[src/assert_macros.svh]
// Assertion helpers used by qdm_back.
`ifndef ASSERT_MACROS_SVH
`define ASSERT_MACROS_SVH
`ifndef SYNTHESIS
`define QDM_ASSERT(label, prop, msg) \
	label: assert property (@(posedge clk) disable iff (!arst_n) prop) else $error(msg);
`define QDM_ASSERT_IMP(label, ante, cons, msg) \
	label: assert property (@(posedge clk) disable iff (!arst_n) (ante) |-> (cons)) \
		else $error(msg);
`else
`define QDM_ASSERT(label, prop, msg)
`define QDM_ASSERT_IMP(label, ante, cons, msg)
`endif
`endif

[src/qdm_fifo.sv]
// ----------------------------------------------------------------------------
// qdm_fifo
// Two-entry queue used between front and back and on the result side.
// ----------------------------------------------------------------------------
module qdm_fifo #(
	parameter int W = 8
) (
	input  logic         clk,
	input  logic         arst_n,
	input  logic         wr,
	input  logic [W-1:0] wdata,
	output logic         full,
	input  logic         rd,
	output logic [W-1:0] rdata,
	output logic         empty
);

	logic [W-1:0] mem_q [2];
	logic         wptr_q;
	logic         rptr_q;
	logic [1:0]   cnt_q;
	logic         do_wr;
	logic         do_rd;

	assign full  = (cnt_q == 2'd2);
	assign empty = (cnt_q == 2'd0);
	assign rdata = mem_q[rptr_q];
	assign do_wr = wr && !full;
	assign do_rd = rd && !empty;

	always_ff @(posedge clk) begin
		if (do_wr)
			mem_q[wptr_q] <= wdata;
	end

	always_ff @(posedge clk or negedge arst_n) begin
		if (!arst_n) begin
			wptr_q <= 1'b0;
			rptr_q <= 1'b0;
			cnt_q  <= 2'd0;
		end else begin
			if (do_wr)
				wptr_q <= ~wptr_q;
			if (do_rd)
				rptr_q <= ~rptr_q;
			cnt_q <= cnt_q + 2'(do_wr) - 2'(do_rd);
		end
	end

endmodule

[config.mk]
export PLATFORM = sky130hd
export DESIGN_NAME = qdm_fifo
export DESIGN_NICKNAME = d
export VERILOG_FILES = /design/src/assert_macros.svh /design/src/qdm_fifo.sv
export SDC_FILE = /design/constraint.sdc
export NUM_CORES = 1
export LEC_CHECK = 0
export ABC_CLOCK_PERIOD_IN_PS = 4000
export BUFFER_PORTS_ARGS = -buffer_cell sky130_fd_sc_hd__clkbuf_2
export CELL_PAD_IN_SITES_DETAIL_PLACEMENT = 1
export CELL_PAD_IN_SITES_GLOBAL_PLACEMENT = 1
export CORE_MARGIN = 2
export CORE_UTILIZATION = 43
export DETAILED_ROUTE_END_ITERATION = 7
export PLACE_DENSITY = 0.76
export SLEW_MARGIN = 40
export SYNTH_ARGS = -nofsm -noshare
export SYNTH_HDL_FRONTEND = slang
export SYNTH_SLANG_ARGS = --single-unit
[constraint.sdc]
create_clock -name clk -period 4 [get_ports clk]
set_clock_uncertainty 0.2 [all_clocks]
set_input_delay 0.8 -clock clk [delete_from_list [all_inputs] [get_ports clk]]
set_output_delay 0.8 -clock clk [all_outputs]
set_load 0.03 [all_outputs]
==> results of run 1 <==
## logic make-up after synthesis
| family | Yosys count |
|---|---|
| xor+xnor | 4 |
| buf+inv | 3 |
| flops | 20 |
| fa+ha+maj | 2 |
| mux | 8 |
| simple gates | 6 |
## report_power, final
group	total, µW	internal (µW)	leakage [µW]	switching, µW
Clock	164	101	0.0000279	62.8
Combinational	287	110	0.000177	178
Sequential	328	291	0.000195	37.1
Total	780	502	0.000400	277
## cell type report
type | count | share of cell area
flip-flops and latches | 20 | 0.605
repair buffers | 21 | 0.110
well taps | 25 | 0.0326
multi-input cells | 20 | 0.190
clock buffers | 3 | 0.0235
clock inverters | 1 | 0.0313
inverters | 2 | 0.00782
## cell usage in the layout (no fill, tap or decap)
cell type / synthesis / layout
clkbuf_2: 0 / 21
edfxtp_1: 16 / 16
mux2_2: 8 / 8
dfrtp_1: 4 / 4
xnor2_1: 3 / 3
clkbuf_4: 0 / 3
inv_1: 2 / 2
nor2_1: 2 / 2
ha_1: 2 / 2
nand2b_1: 1 / 1
nand2_1: 1 / 1
and3_1: 1 / 1
nor2b_2: 1 / 1
xor2_1: 1 / 1
bufinv_16: 0 / 1
## through the flow
| stage | area (µm²) | utilization | hold slack, ns | power, µW |
|---|---|---|---|---|
| after floorplan | 776 | - | 0.261 | 551 |
| after global placement | 907 | 0.531 | 0.278 | 618 |
| after detailed placement | 907 | 0.531 | 0.280 | 627 |
| after CTS | 960 | 0.562 | 0.0698 | 791 |
| after global routing | 960 | 0.562 | 0.0633 | 826 |
| final | 960 | 0.562 | 0.0749 | 780 |
## per-layer routing
metal,part of all wire,vias to the layer above,wire (µm),GRT usage
met2,0.52,13,610,0.197
met1,0.39,203,454,0.146
met3,0.063,3,73,0.0588
met5,0,-,0,0
li1,-,207,-,-
met4,0.021,0,25,0.0686
## worst max path at each step
stage	from	to	slack, ns	depth (start not counted)
floorplan	cnt_q[1]	cnt_q[1]	1.97	7
global placement	rptr_q	rdata[0]	1.87	2
detailed placement	wr	mem_q[0][6]	1.85	3
CTS	rptr_q	rdata[0]	1.51	2
global route	rptr_q	rdata[5]	1.45	2
finish	rptr_q	rdata[0]	1.55	2
## state kept, by name (all words and copies together), names as in the netlist
| signal | flops |
|---|---|
| wptr_q | 1 |
| cnt_q | 2 |
| mem_q | 16 |
| rptr_q | 1 |
==> run_results.csv, run 1 <==
group,metric,value,unit
setup_path,cp-start-kind,"register",
layout,multi_input_area,183,µm²
layout,drive_above_1_share,0.507,
synth,synth_area_leaders,"edfxtp_1 (62%), dfrtp_1 (13%), mux2_2 (12%)",
grt,grtUsageTotal,0.128,
synth,synth_top_area_cell,"edfxtp_1",
floorplanning,die-area,0.00216,mm²
timing,layout_min_cycle_time,2.45,ns
place,dp_hpwl,873,µm
setup_path,cp_slowest_cell,"dfrtp_1",
synth,synth.most_common_cell,"edfxtp_1",
timing,finalHoldViolations,0,
pwr,peakVddDrop,0.000419,V
clock_tree,htree_levels,1,
layout,final_nets,82,
synth,synthAdderAreaFrac,0.0323,
synth,synth-simple-area-share,0.0419,
timing,rsz0062_at_grt,"false",
timing,finalSetupViolCount,0,
synth,synth_mux_area_frac,0.116,
clock_tree,worst_skew_pair.late_latency,0.31,ns
synth,synth_seq_cells,20,
clock_tree,cts_sinks,20,
clock_tree,cts_setup_buffers,0,
timing,worst_slack,1.55,ns
grt,grt_pass1_wl,1740,µm
synth,async_flop_share,0.200,
timing,slew_viol_final,0,
synth,yosysWarnings,0,
place,dp_cells,88,
layout,layout.cells.non_filler,92,
grt,grt_pass1_vias,384,
clock_tree,cts_made_buffers,3,
setup_path,crit_type,"reg2out",
place,place.gp.congestion,0.635,
setup_path,worst-r2r-setup-slack,2.23,ns
synth,synth_compound_area_frac,0,
routing,vias,426,
clock_tree,cts_max_path_buffers,2,
routing,drtPass1Iterations,4,
setup_path,path_max_fanout,9,
routing,wirelength,1160,µm
synth,postSynthCellCount,43,
grt,grt_max_degree,13,
clock_tree,cts_tree,"built",
synth,ys_top_cells_by_count,"edfxtp_1 (16), mux2_2 (8), dfrtp_1 (4), xnor2_1 (3)",
layout,antennaDiodeCount,0,
timing,worstMarginPinSlew,0.709,ns
setup_path,worstPathArrival,1.45,ns
routing,postRouteAntennaNets,0,
setup_path,cp_top_family,"flip-flops",
synth,post_synth_xor_area_fraction,0.0452,
setup_path,reg2reg_from,"cnt_q[1]",
layout,syn2layout_area_growth,23.7,%
synth,synthesis.nets,57,
place,portBuffers,21,
setup_path,crit_chain,"mux2_2 > clkbuf_2",
synth,synth_area_per_cell,18.0,µm²
setup_path,r2r_end,"mem_q[0][1]",
timing,period_share,0.613,
setup_path,end_kind,"output pin",
timing,max_freq,0.408,GHz
synth,synth.top_cell.area_share,0.619,
floorplanning,fp.dieH,46.5,µm
floorplanning,start_util,0.454,
floorplanning,rows,15,
floorplanning,fp.coreArea,0.00171,mm²
clock_tree,path_clk_slew,0.11,ns
synth,synth_top_family_by_area,"multiplexers",
min_path,hp-class,"in2async",
setup_path,cp_slowest_stage_delay,0.58,ns
floorplanning,die_width,46.5,µm
job,max-cap-violations,0,
clock_tree,cts_resized,0,
pwr,p_leak,0.000400,µW
synth,synth_area,776,µm²
setup_path,cp.buffers_inverters,1,
routing,wl_per_cell,12.6,µm
layout,nFillCells,172,
routing,drc,0,
timing,finalSetupTns,0,ns
synth,seq_area_frac_synth,0.748,
synth,synth_edf_count,16,
clock_tree,root_buffer,"clkbuf_4",
timing,relSlewSlack,0.526,
grt,antenna_found_initial,0,
routing,drtIter0Drc,6,
synth,ys_types,13,
synth,ys.flop_type,"edfxtp_1",
routing,via_per_inst,4.63,
layout,ff_latch_area,581,µm²
setup_path,worst_r2r_path_depth,3,
run_status,outcome,"completed",
grt,grt_overflow,0,
place,pre_cts_slack,1.85,ns
pwr,p_per_area,813,mW/mm²
clock_tree,ctsHoldBuffers,0,
setup_path,worst_ep_required_time,3.00,ns
floorplanning,ioPinCount,22,
No activity file was read; power rests on OpenSTA's default activity.
==> run 2: changes to the inputs <==
Settings changed: ABC_AREA set to 1, ABC_CLOCK_PERIOD_IN_PS 4000 to 2470, CORE_UTILIZATION 43 to 38, PLACE_DENSITY 0.76 to 0.71.
Clock period 4 ns to 2.47 ns, I/O delays scaled along.
==> run 2 against run 1 <==
First-iteration DRC count is 67% lower. Combinational power is 91% higher. Clock power is 13% higher. Sequential cell count stayed put. Critical endpoint is now rdata[4]. Power is 62% higher. Wire length is 26% higher. Register-to-register slack worse by 1.4 ns.
==> run_results.csv, run 2 <==
group,metric,value,unit
timing,finalSetupViolCount,0,
routing,drc,0,
place,dp_hpwl,1150,µm
clock_tree,worst_skew_pair.late_latency,0.29,ns
timing,slew_viol_final,0,
routing,wl_per_cell,11.4,µm
routing,drtPass1Iterations,2,
synth,seq_area_frac_synth,0.699,
routing,wirelength,1460,µm
routing,postRouteAntennaNets,0,
job,max-cap-violations,0,
timing,period_share,0.835,
setup_path,crit_chain,"clkinv_4 > nand2_1 > nand2_1 > clkbuf_2",
setup_path,end_kind,"output pin",
setup_path,worstPathArrival,1.37,ns
setup_path,cp-start-kind,"register",
floorplanning,ioPinCount,22,
timing,worst_slack,0.408,ns
grt,antenna_found_initial,0,
setup_path,cp_slowest_stage_delay,0.59,ns
pwr,total_power,1260,µW
clock_tree,cts_sinks,20,
layout,fin_area,0.00101,mm²
synth,async_flop_share,0.200,
clock_tree,root_buffer,"clkbuf_4",
setup_path,path_max_fanout,10,
synth,ys_top_cells_by_count,"nand2_1 (35), edfxtp_1 (16), inv_1 (9), dfrtp_1 (4)",
synth,synth_area_leaders,"edfxtp_1 (58%), nand2_1 (16%), dfrtp_1 (12%)",
layout,layout_commonest_cell,"nand2_1",
synth,ys.flop_type,"edfxtp_1",
grt,grt_pass1_wl,2410,µm
layout,antennaDiodeCount,0,
grt,grt_pass1_vias,552,
setup_path,crit_type,"reg2out",
setup_path,worst_ep_required_time,1.78,ns
clock_tree,cts_made_buffers,3,
clock_tree,cts_tree,"built",
layout,reg_top3,"mem_q x16, cnt_q x2",
clock_tree,cts_max_path_buffers,2,
synth,synth_top_area_cell,"edfxtp_1",
grt,grtUsageTotal,0.132,
layout,top_register,"mem_q",
layout,drive_above_1_share,0.307,
timing,rsz0062_at_grt,"false",
synth,postSynthCellCount,75,
synth,ys_types,12,
layout,final_nets,116,
timing,finalHoldViolations,0,
floorplanning,die-area,0.00258,mm²
pwr,clkPwrFrac,0.147,
pwr,switchingPower,547,µW
routing,via_per_inst,4.43,
synth,synth_edf_count,16,
timing,finalSetupTns,0,ns
routing,drtIter0Drc,2,
clock_tree,htree_levels,1,
floorplanning,rows,16,
floorplanning,start_util,0.415,
clock_tree,cts_setup_buffers,0,
timing,max_freq,0.485,GHz
pwr,peakVddDrop,0.000666,V
place,place.gp.congestion,0.667,
layout,largest_reg_flops,16,
timing,worstMarginPinSlew,0.385,ns
floorplanning,die_width,50.8,µm
run_status,outcome,"completed",
layout,syn2layout_area_growth,21.8,%
pwr,p_leak,0.000508,µW
setup_path,path_common_cell,"nand2_1",
pwr,p_sw_frac,0.434,
routing,vias,567,
layout,final_core_util,0.506,
pwr,p_per_area,1250,mW/mm²
floorplanning,fp.coreArea,0.00200,mm²
place,portBuffers,21,
min_path,hp-class,"in2reg",
synth,synth_area_per_cell,11.1,µm²
synth,yosysWarnings,0,
grt,grt_max_degree,12,
pwr,sequentialPowerShare,0.418,
synth,synth.top_cell.area_share,0.578,
synth,synth.most_common_cell,"nand2_1",
pwr,p_comb_frac,0.436,
synth,synth_area,831,µm²
synth,synthesis.nets,89,
timing,relSlewSlack,0.743,
layout,final_cell_mix,"nand2_1 (35), clkbuf_2 (21), edfxtp_1 (16)",
place,place_area,966,µm²
place,pre_cts_slack,0.727,ns
synth,synth_seq_cells,20,
timing,layout_min_cycle_time,2.06,ns
pwr,p_int,713,µW
setup_path,cp_slowest_cell,"dfrtp_1",
grt,grt_overflow,0,
clock_tree,path_clk_slew,0.11,ns
floorplanning,fp.dieH,50.8,µm
## run 2: layer usage
metal,vias to the layer above,global-route usage,wire (µm)
li1,289,-,-
met1,261,0.160,681
met2,15,0.228,702
met3,2,0.0357,68
met4,0,0.0405,8
met5,-,0,0
## run 2: worst paths after layout
path,cells after the start,to,from,slack (ns)
worst max-delay path,4,rdata[4],rptr_q,0.41
worst min-delay path,1,mem_q[0][0],wdata[0],0.18
worst max register to register,9,cnt_q[1],cnt_q[1],0.84
worst min register to register,2,wptr_q,wptr_q,0.29
max in group asynchronous,2,rptr_q,arst_n,1.61
min in group asynchronous,2,cnt_q[0],arst_n,0.33
## run 2: power by group through the flow
stage	clock, µW	sequential (µW)	combinational, µW
2_1_floorplan	0	501	438
3_3_place_gp	0	531	540
3_5_place_dp	0	535	561
4_1_cts	192	528	564
5_1_grt	206	539	624
6_report	185	526	549
## run 2: worst max-delay path, delay by kind of cell, from the launching register on
kind | cells | cell delay (ns)
AND/OR/NAND/NOR | 2 | 0.15
buffers and inverters | 2 | 0.34
flip-flops | 1 | 0.59
## run 2: kinds of logic after synthesis
family,after synthesis,share of synthesized area
adder cells (fa/ha/maj),2,0.0301
AND/OR/NAND/NOR,41,0.202
flip-flops,20,0.699
buffers and inverters,12,0.0693
## run 2: layout make-up
type	instances	area, µm²
clock buffer	4	36.3
fill	232	990
inverter	11	46.3
multi-input combinational	43	193
sequential	20	581
tap	27	33.8
timing repair buffer	23	123
## run 2: repair_timing
| item | CTS | global route |
|---|---|---|
| gates resized for setup | 0 | 0 |
| hold buffers | 1 | 0 |
| endpoints found under the hold margin | 4 | 0 |
## run 2: metrics by stage
step / hold WS [ns] / cells
after global routing: 0.164 / 128
final: 0.182 / 128
after CTS: 0.173 / 128
after global placement: 0.116 / 123
after detailed placement: 0.117 / 123
after floorplan: -0.00159 / 75
