===== src/assert_macros.svh =====
// Assertion helpers used by qdm_back.
`ifndef ASSERT_MACROS_SVH
`define ASSERT_MACROS_SVH
`ifndef SYNTHESIS
`define QDM_ASSERT(label, prop, msg) \
	label: assert property (@(posedge clk) disable iff (!arst_n) prop) else $error(msg);
`define QDM_ASSERT_IMP(label, ante, cons, msg) \
	label: assert property (@(posedge clk) disable iff (!arst_n) (ante) |-> (cons)) \
		else $error(msg);
`else
`define QDM_ASSERT(label, prop, msg)
`define QDM_ASSERT_IMP(label, ante, cons, msg)
`endif
`endif


===== src/qdm_pkg.sv =====
// ----------------------------------------------------------------------------
// qdm_pkg
// Shared constants, types and functions of the QPSK demodulator.
// ----------------------------------------------------------------------------
package qdm_pkg;

	localparam int TAPS_DEF        = 64;
	localparam int SAMPLE_BITS_DEF = 16;
	localparam int PROD_SHIFT      = 3;
	localparam int CFG_IDX_W       = 2;
	localparam int CFG_W           = 16;

	localparam logic [CFG_IDX_W-1:0] REG_PHASE_STEP  = 2'd0;
	localparam logic [CFG_IDX_W-1:0] REG_START_PHASE = 2'd1;
	localparam logic [CFG_IDX_W-1:0] REG_BIT_PERIOD  = 2'd2;

	localparam logic [15:0] PHASE_STEP_RST = 16'd8192;
	localparam logic [15:0] BIT_PERIOD_RST = 16'd16;

	// 0.3 rad in 2^-32 turn
	localparam logic [31:0] ANGLE_03 = 32'd205069583;

	// odd sine polynomial, Q30
	localparam logic [31:0] C1 = 32'd1686629713;
	localparam logic [31:0] C3 = 32'd693598630;
	localparam logic [31:0] C5 = 32'd85569303;
	localparam logic [31:0] C7 = 32'd5026995;
	localparam logic [31:0] C9 = 32'd172272;

	typedef struct packed {
		logic        start;
		logic [1:0]  quad;
		logic [13:0] frac;
	} sin_req_t;

	typedef struct packed {
		logic               done;
		logic signed [15:0] val;
	} sin_rsp_t;

	// Horner coefficient used at a given step of the sine unit
	function automatic logic [31:0] poly_coef(input logic [2:0] step);
		logic [31:0] c;
		unique case (step)
			3'd1:    c = C7;
			3'd2:    c = C5;
			3'd3:    c = C3;
			default: c = C1;
		endcase
		return c;
	endfunction

	// elaboration-time sine, same arithmetic as the sine unit
	function automatic logic signed [15:0] sin_q15(input logic [31:0] ph);
		logic [1:0]  quad;
		logic [63:0] f;
		logic [63:0] f2;
		logic [63:0] p;
		logic [63:0] r;
		quad = ph[31:30];
		f = {48'd0, ph[29:14]};
		if (quad[0])
			f = 64'd65536 - f;
		f2 = (f * f) >> 16;
		p = {32'd0, C9};
		p = {32'd0, C7} - ((p * f2) >> 16);
		p = {32'd0, C5} - ((p * f2) >> 16);
		p = {32'd0, C3} - ((p * f2) >> 16);
		p = {32'd0, C1} - ((p * f2) >> 16);
		r = (((p * f) >> 16) + 64'd16384) >> 15;
		if (r > 64'd32767)
			r = 64'd32767;
		return quad[1] ? -16'(r) : 16'(r);
	endfunction

endpackage


===== src/qdm_sin.sv =====
// ----------------------------------------------------------------------------
// qdm_sin
// Iterative Q15 sine: six steps per request; result and done are registered together.
// ----------------------------------------------------------------------------
module qdm_sin (
	input  logic              clk,
	input  logic              arst_n,
	input  qdm_pkg::sin_req_t req,
	output qdm_pkg::sin_rsp_t rsp
);

	logic [2:0]  step_q;
	logic        busy_q;
	logic        done_q;
	logic signed [15:0] val_q;
	logic [1:0]  quad_q;
	logic [16:0] f_q;
	logic [16:0] f2_q;
	logic [31:0] p_q;
	logic [16:0] f_new;
	logic [33:0] ff;
	logic [48:0] pf2;
	logic [48:0] pf;
	logic [33:0] rsum;
	logic [18:0] r;
	logic [15:0] mag;

	assign f_new = req.quad[0] ? 17'd65536 - {1'b0, req.frac, 2'b00} : {1'b0, req.frac, 2'b00};
	assign ff    = 34'(f_q) * 34'(f_q);
	assign pf2   = 49'(p_q) * 49'(f2_q);
	assign pf    = 49'(p_q) * 49'(f_q);
	assign rsum  = 34'(pf[48:16]) + 34'd16384;
	assign r     = rsum[33:15];
	assign mag   = (r > 19'd32767) ? 16'd32767 : r[15:0];
	assign rsp   = {done_q, val_q};

	always_ff @(posedge clk) begin
		if (req.start) begin
			f_q    <= f_new;
			quad_q <= req.quad;
		end else if (busy_q) begin
			if (step_q == 3'd0) begin
				f2_q <= ff[32:16];
				p_q  <= qdm_pkg::C9;
			end else if (step_q != 3'd5) begin
				p_q <= qdm_pkg::poly_coef(step_q) - pf2[47:16];
			end else begin
				val_q <= quad_q[1] ? -$signed(mag) : $signed(mag);
			end
		end
	end

	always_ff @(posedge clk or negedge arst_n) begin
		if (!arst_n) begin
			step_q <= 3'd0;
			busy_q <= 1'b0;
			done_q <= 1'b0;
		end else begin
			done_q <= busy_q && (step_q == 3'd5);
			if (req.start) begin
				busy_q <= 1'b1;
				step_q <= 3'd0;
			end else if (busy_q) begin
				step_q <= step_q + 3'd1;
				if (step_q == 3'd5)
					busy_q <= 1'b0;
			end
		end
	end

endmodule


===== src/qdm_front.sv =====
// ----------------------------------------------------------------------------
// qdm_front
// Takes samples, mixes them with the carrier and hands products to the back.
// ----------------------------------------------------------------------------
module qdm_front #(
	parameter int SAMPLE_BITS = qdm_pkg::SAMPLE_BITS_DEF,
	parameter int PROD_W      = qdm_pkg::SAMPLE_BITS_DEF + 12
) (
	input  logic                             clk,
	input  logic                             arst_n,
	input  logic                             push,
	input  logic signed [SAMPLE_BITS-1:0]    sample,
	output logic                             full,
	input  logic                             cfg_valid,
	input  logic [qdm_pkg::CFG_IDX_W-1:0]    cfg_index,
	input  logic [qdm_pkg::CFG_W-1:0]        cfg_data,
	output logic                             mid_push,
	output logic [2*PROD_W:0]                mid_data,
	input  logic                             mid_full
);

	typedef enum logic [4:0] {
		F_IDLE = 5'b00001,
		F_COS  = 5'b00010,
		F_SIN  = 5'b00100,
		F_MUL  = 5'b01000,
		F_PUSH = 5'b10000
	} fstate_t;

	localparam int MW = SAMPLE_BITS + 16;
	localparam int PROD_SHIFT_C = qdm_pkg::PROD_SHIFT;

	fstate_t state_q;
	logic [15:0] phase_step_q;
	logic [15:0] bit_period_q;
	logic [15:0] carrier_q;
	logic [16:0] sym_pos_q;
	logic [15:0] item_ph_q;
	logic        emit_q;
	logic signed [SAMPLE_BITS-1:0] x_q;
	logic signed [15:0] c_q;
	logic signed [15:0] s_q;
	logic signed [PROD_W-1:0] pi_q;
	logic signed [PROD_W-1:0] pq_q;
	logic signed [MW-1:0] mul_i;
	logic signed [MW-1:0] mul_q;
	logic        accept;
	logic [15:0] period;
	logic [16:0] pos_next;
	qdm_pkg::sin_req_t sreq;
	qdm_pkg::sin_rsp_t srsp;

	assign full     = (state_q != F_IDLE);
	assign accept   = push && (state_q == F_IDLE);
	assign period   = (bit_period_q == 16'd0) ? 16'd1 : bit_period_q;
	assign pos_next = sym_pos_q + 17'd1;
	assign mul_i    = MW'(x_q) * MW'(c_q);
	assign mul_q    = MW'(x_q) * MW'(s_q);
	assign mid_push = (state_q == F_PUSH) && !mid_full;
	assign mid_data = {emit_q, pi_q, pq_q};

	// cos is sine a quarter turn ahead
	always_comb begin
		sreq.start = accept || ((state_q == F_COS) && srsp.done);
		if (accept) begin
			sreq.quad = carrier_q[15:14] + 2'd1;
			sreq.frac = carrier_q[13:0];
		end else begin
			sreq.quad = item_ph_q[15:14];
			sreq.frac = item_ph_q[13:0];
		end
	end

	qdm_sin u_sin (
		.clk    (clk),
		.arst_n (arst_n),
		.req    (sreq),
		.rsp    (srsp)
	);

	always_ff @(posedge clk) begin
		if (accept) begin
			x_q       <= sample;
			item_ph_q <= carrier_q;
			emit_q    <= (sym_pos_q == {1'b0, period});
		end
		if (state_q == F_COS && srsp.done)
			c_q <= srsp.val;
		if (state_q == F_SIN && srsp.done)
			s_q <= srsp.val;
		if (state_q == F_MUL) begin
			// arithmetic shift gives floor rounding
			pi_q <= mul_i[PROD_W+PROD_SHIFT_C-1:PROD_SHIFT_C];
			pq_q <= mul_q[PROD_W+PROD_SHIFT_C-1:PROD_SHIFT_C];
		end
	end

	always_ff @(posedge clk or negedge arst_n) begin
		if (!arst_n) begin
			state_q      <= F_IDLE;
			phase_step_q <= qdm_pkg::PHASE_STEP_RST;
			bit_period_q <= qdm_pkg::BIT_PERIOD_RST;
			carrier_q    <= 16'd0;
			sym_pos_q    <= 17'd0;
		end else begin
			unique case (state_q)
				F_IDLE: begin
					if (accept) begin
						state_q   <= F_COS;
						carrier_q <= carrier_q + phase_step_q;
						sym_pos_q <= (pos_next >= {period, 1'b0}) ? 17'd0 : pos_next;
					end
				end
				F_COS: begin
					if (srsp.done)
						state_q <= F_SIN;
				end
				F_SIN: begin
					if (srsp.done)
						state_q <= F_MUL;
				end
				F_MUL: state_q <= F_PUSH;
				F_PUSH: begin
					if (!mid_full)
						state_q <= F_IDLE;
				end
				default: state_q <= F_IDLE;
			endcase
			if (cfg_valid) begin
				unique case (cfg_index)
					qdm_pkg::REG_PHASE_STEP: phase_step_q <= cfg_data;
					qdm_pkg::REG_START_PHASE: carrier_q <= cfg_data;
					qdm_pkg::REG_BIT_PERIOD: bit_period_q <= cfg_data;
					default: ;
				endcase
			end
		end
	end

endmodule


===== config.mk =====
export PLATFORM = sky130hd
export DESIGN_NAME = qdm_front
export DESIGN_NICKNAME = d
export VERILOG_FILES = /design/src/assert_macros.svh /design/src/qdm_pkg.sv /design/src/qdm_sin.sv /design/src/qdm_front.sv
export SDC_FILE = /design/constraint.sdc
export NUM_CORES = 2
export LEC_CHECK = 0
export ABC_CLOCK_PERIOD_IN_PS = 13900
export BUFFER_PORTS_ARGS = -buffer_cell sky130_fd_sc_hd__buf_2
export CORE_MARGIN = 4
export CORE_UTILIZATION = 30
export CTS_CLUSTER_SIZE = 25
export DETAILED_ROUTE_END_ITERATION = 7
export GPL_ROUTABILITY_DRIVEN = 0
export HOLD_SLACK_MARGIN = 0.1
export PLACE_DENSITY = 0.41
export SYNTH_ARGS = -nofsm -noshare
export SYNTH_HDL_FRONTEND = slang
export SYNTH_SLANG_ARGS = --single-unit

===== constraint.sdc =====
create_clock -name clk -period 13.9 [get_ports clk]
set_clock_uncertainty 0.15 [all_clocks]
set_input_delay 2.085 -clock clk [delete_from_list [all_inputs] [get_ports clk]]
set_output_delay 2.085 -clock clk [all_outputs]
set_load 0.05 [all_outputs]

==> flow_summary.yaml <==
drt:
  drt_iter0_drc: 2207
  antenna_left: 0
  via_per_inst: 4.59
  vias: 47500
  routed_wl_um: 194000
  drc: 0
  drt-pass1-iter-count: 5
  wl_per_cell_um: 18.8
grt:
  gr-total-overflow: 0
  grtUsageTotal_pct: 16.8
  grt_max_degree: 62
  antenna_found_initial: 6
  grt_pass1_vias: 53200
  grt_pass1_wl_um: 314000
floorplan:
  die_y_um: 487
  ios: 98
  start_util_pct: 30.3
  dieArea_um2: 238000
  core_area_um2: 228000
  num_rows: 175
  die_x_um: 487
setup_path:
  cp-end-kind: "flop"
  reg2reg_depth: 40
  cp_top_family: "adder cells"
  cp_slowest_cell: "edfxtp_1"
  path_buf_inv: 4
  worstPathMaxFanout: 16
  cp.required_ns: 14.12
  crit_type: "flop to flop"
  start_kind: "flop"
  crit_path_frequent_cell: "fa_1"
  arrival_ns: 10.90
  r2r_start: "u_sin.f2_q[2]"
  r2r_slack_ns: 3.22
  r2r_end: "u_sin.p_q[31]"
  max_stage_delay_ns: 0.79
synth:
  synth.top_cells.by_area: "fa_1 43%, ha_1 10%, inv_1 9.2%"
  ys_async_sr_fraction_pct: 27.1
  synth-main-ff-cell: "edfxtp_1"
  synth_cells: 7400
  ys_seq_area_share_pct: 11.5
  yosysTopAreaCell: "fa_1"
  yosysWarnings: 0
  synth_edf_count: 202
  syn_avg_cell_area_um2: 9.32
  syn_area_um2: 69000
  synth_nets: 9495
  synth_most_common_cell: "inv_1"
  synth.top_cells.by_count: "1690 x inv_1, 1486 x fa_1, 1156 x nand2_1, 586 x and2_1, 570 x ha_1"
  synth_top_area_share_pct: 43.1
  yosysUniqueCellTypes: 84
  synth_seq_cells: 277
place:
  port_buffers: 97
  dp_hpwl_um: 148000
  placedCellCount: 10300
clock_tree:
  hold_buffers: 0
  cts-root-buf: "clkbuf_16"
  post-cts-setup-buffer-count: 0
  cts-buffers-inserted: 42
  insertion_delay_ns: 0.65
  h-tree-depth: 2
  cts_resized: 0
  clk_pin_slew_ns: 0.06
  cts_sinks: 277
  clockBufferDepth: 3
  cts_tree: "built"
timing:
  drv_slew: 0
  rsz0062_at_grt: "false"
  fmax_mhz: 93.7
  post-route-period-util_pct: 76.8
  hold_viol: 0
  fin_crit_ns: 10.68
  tightestPinTransition_ns: 1.21
  fin_setup_tns_ns: 0
  relSlewSlack_pct: 18.8
  setup_viol: 0
cells_and_area:
  drive_gt1_share_pct: 4.60
  nFillCells: 23800
  layout.nets: 9381
  layoutNonFillerInstCount: 10300
  syn2layout_area_growth_pct: 7.57
min_path:
  min_from: "u_sin.val_q[2]"
  whs_path_depth: 0
  hold_class: "flop to flop"
  holdPathEnd: "s_q[2]"
job:
  maxCapViolCount: 0
outcome:
  status: "complete, no violations"
-- stage by stage --
step	hold slack [ns]	cell area, µm²	setup WS (ns)	util (%)
after floorplan	0.271	69000	4.45	-
after global placement	0.316	72600	3.39	31.9
after detailed placement	0.288	72600	3.23	31.9
after CTS	0.303	74200	3.17	32.5
after global routing	0.331	74200	2.53	32.5
final	0.308	74200	3.22	32.5
-- worst reg2reg max path: cells and delay by family (launching register included) --
kind,cells,cell delay [ns]
fa+ha+maj,8,3.68
compound gates,15,3.41
simple gates,11,1.77
flops,1,0.79
buf+inv,4,0.36
xor+xnor,2,0.24
-- state kept, by name (all words and copies together), names as in the netlist, 17 cells and up --
| name | count |
|---|---|
| pi_q | 28 |
| pq_q | 28 |
| sym_pos_q | 17 |
| u_sin.f2_q | 17 |
| u_sin.p_q | 32 |
-- area by class of cell --
class	instances	area, µm²	share of cell area, %
clock buffer	50	1160	1.57
tap	3009	3760	5.08
inverter	1691	6350	8.56
timing repair buffer	193	1210	1.63
sequential	277	7950	10.7
antenna	2	5.00	0.00675
multi-input combinational	5081	53400	71.9
clock inverter	28	368	0.496
-- layout by cell type, fill, tap and decap left out, drive strengths merged, types with 17 or more instances in the layout --
master  instances
nor4           17
nand4          18
and2          586
nand3          49
a211oi         22
edfxtp        202
mux2i          24
o21a           35
inv          1694
nand2        1156
nor2          205
a21o           49
xor2           84
a31oi          21
nand2b         56
mux2           35
nor2b          39
dfrtp          72
xnor2         146
a21oi         128
and3           24
o21ai          98
ha            570
buf           193
fa           1486
nor3           62
clkbuf         50
-- routing by layer --
| metal | up-vias | GRT usage, % | share of wire [%] |
|---|---|---|---|
| li1 | 21800 | - | - |
| met4 | 2 | 2.54 | 1.4 |
| met5 | - | 0 | 0.0067 |
| met2 | 669 | 29.2 | 49 |
| met3 | 135 | 1.36 | 3.0 |
| met1 | 24800 | 23.4 | 47 |
-- logic make-up after synthesis --
logic type               after synthesis  synth area share [%]
AND/OR/NAND/NOR                     2267                  15.5
XOR/XNOR                             230                  2.93
multiplexers                          59                 0.920
flip-flops                           277                  11.5
AO/OA/AOI/OAI                        469                  4.45
adder cells (fa/ha/maj)             2056                  53.5
buffers and inverters               2042                  11.1
-- worst max path at each step --
stage / from / cells after the start / to
final: u_sin.f2_q[2] / 40 / u_sin.p_q[31]
after global placement: u_sin.f2_q[2] / 40 / u_sin.p_q[31]
after floorplan: u_sin.f_q[10] / 33 / u_sin.val_q[10]
after CTS: u_sin.f2_q[2] / 40 / u_sin.p_q[31]
after detailed placement: u_sin.f2_q[2] / 40 / u_sin.p_q[31]
after global routing: u_sin.p_q[11] / 40 / u_sin.p_q[31]
Power is not shown: default switching activity piles up to over one toggle a cycle in this logic, so the estimate is an artifact.
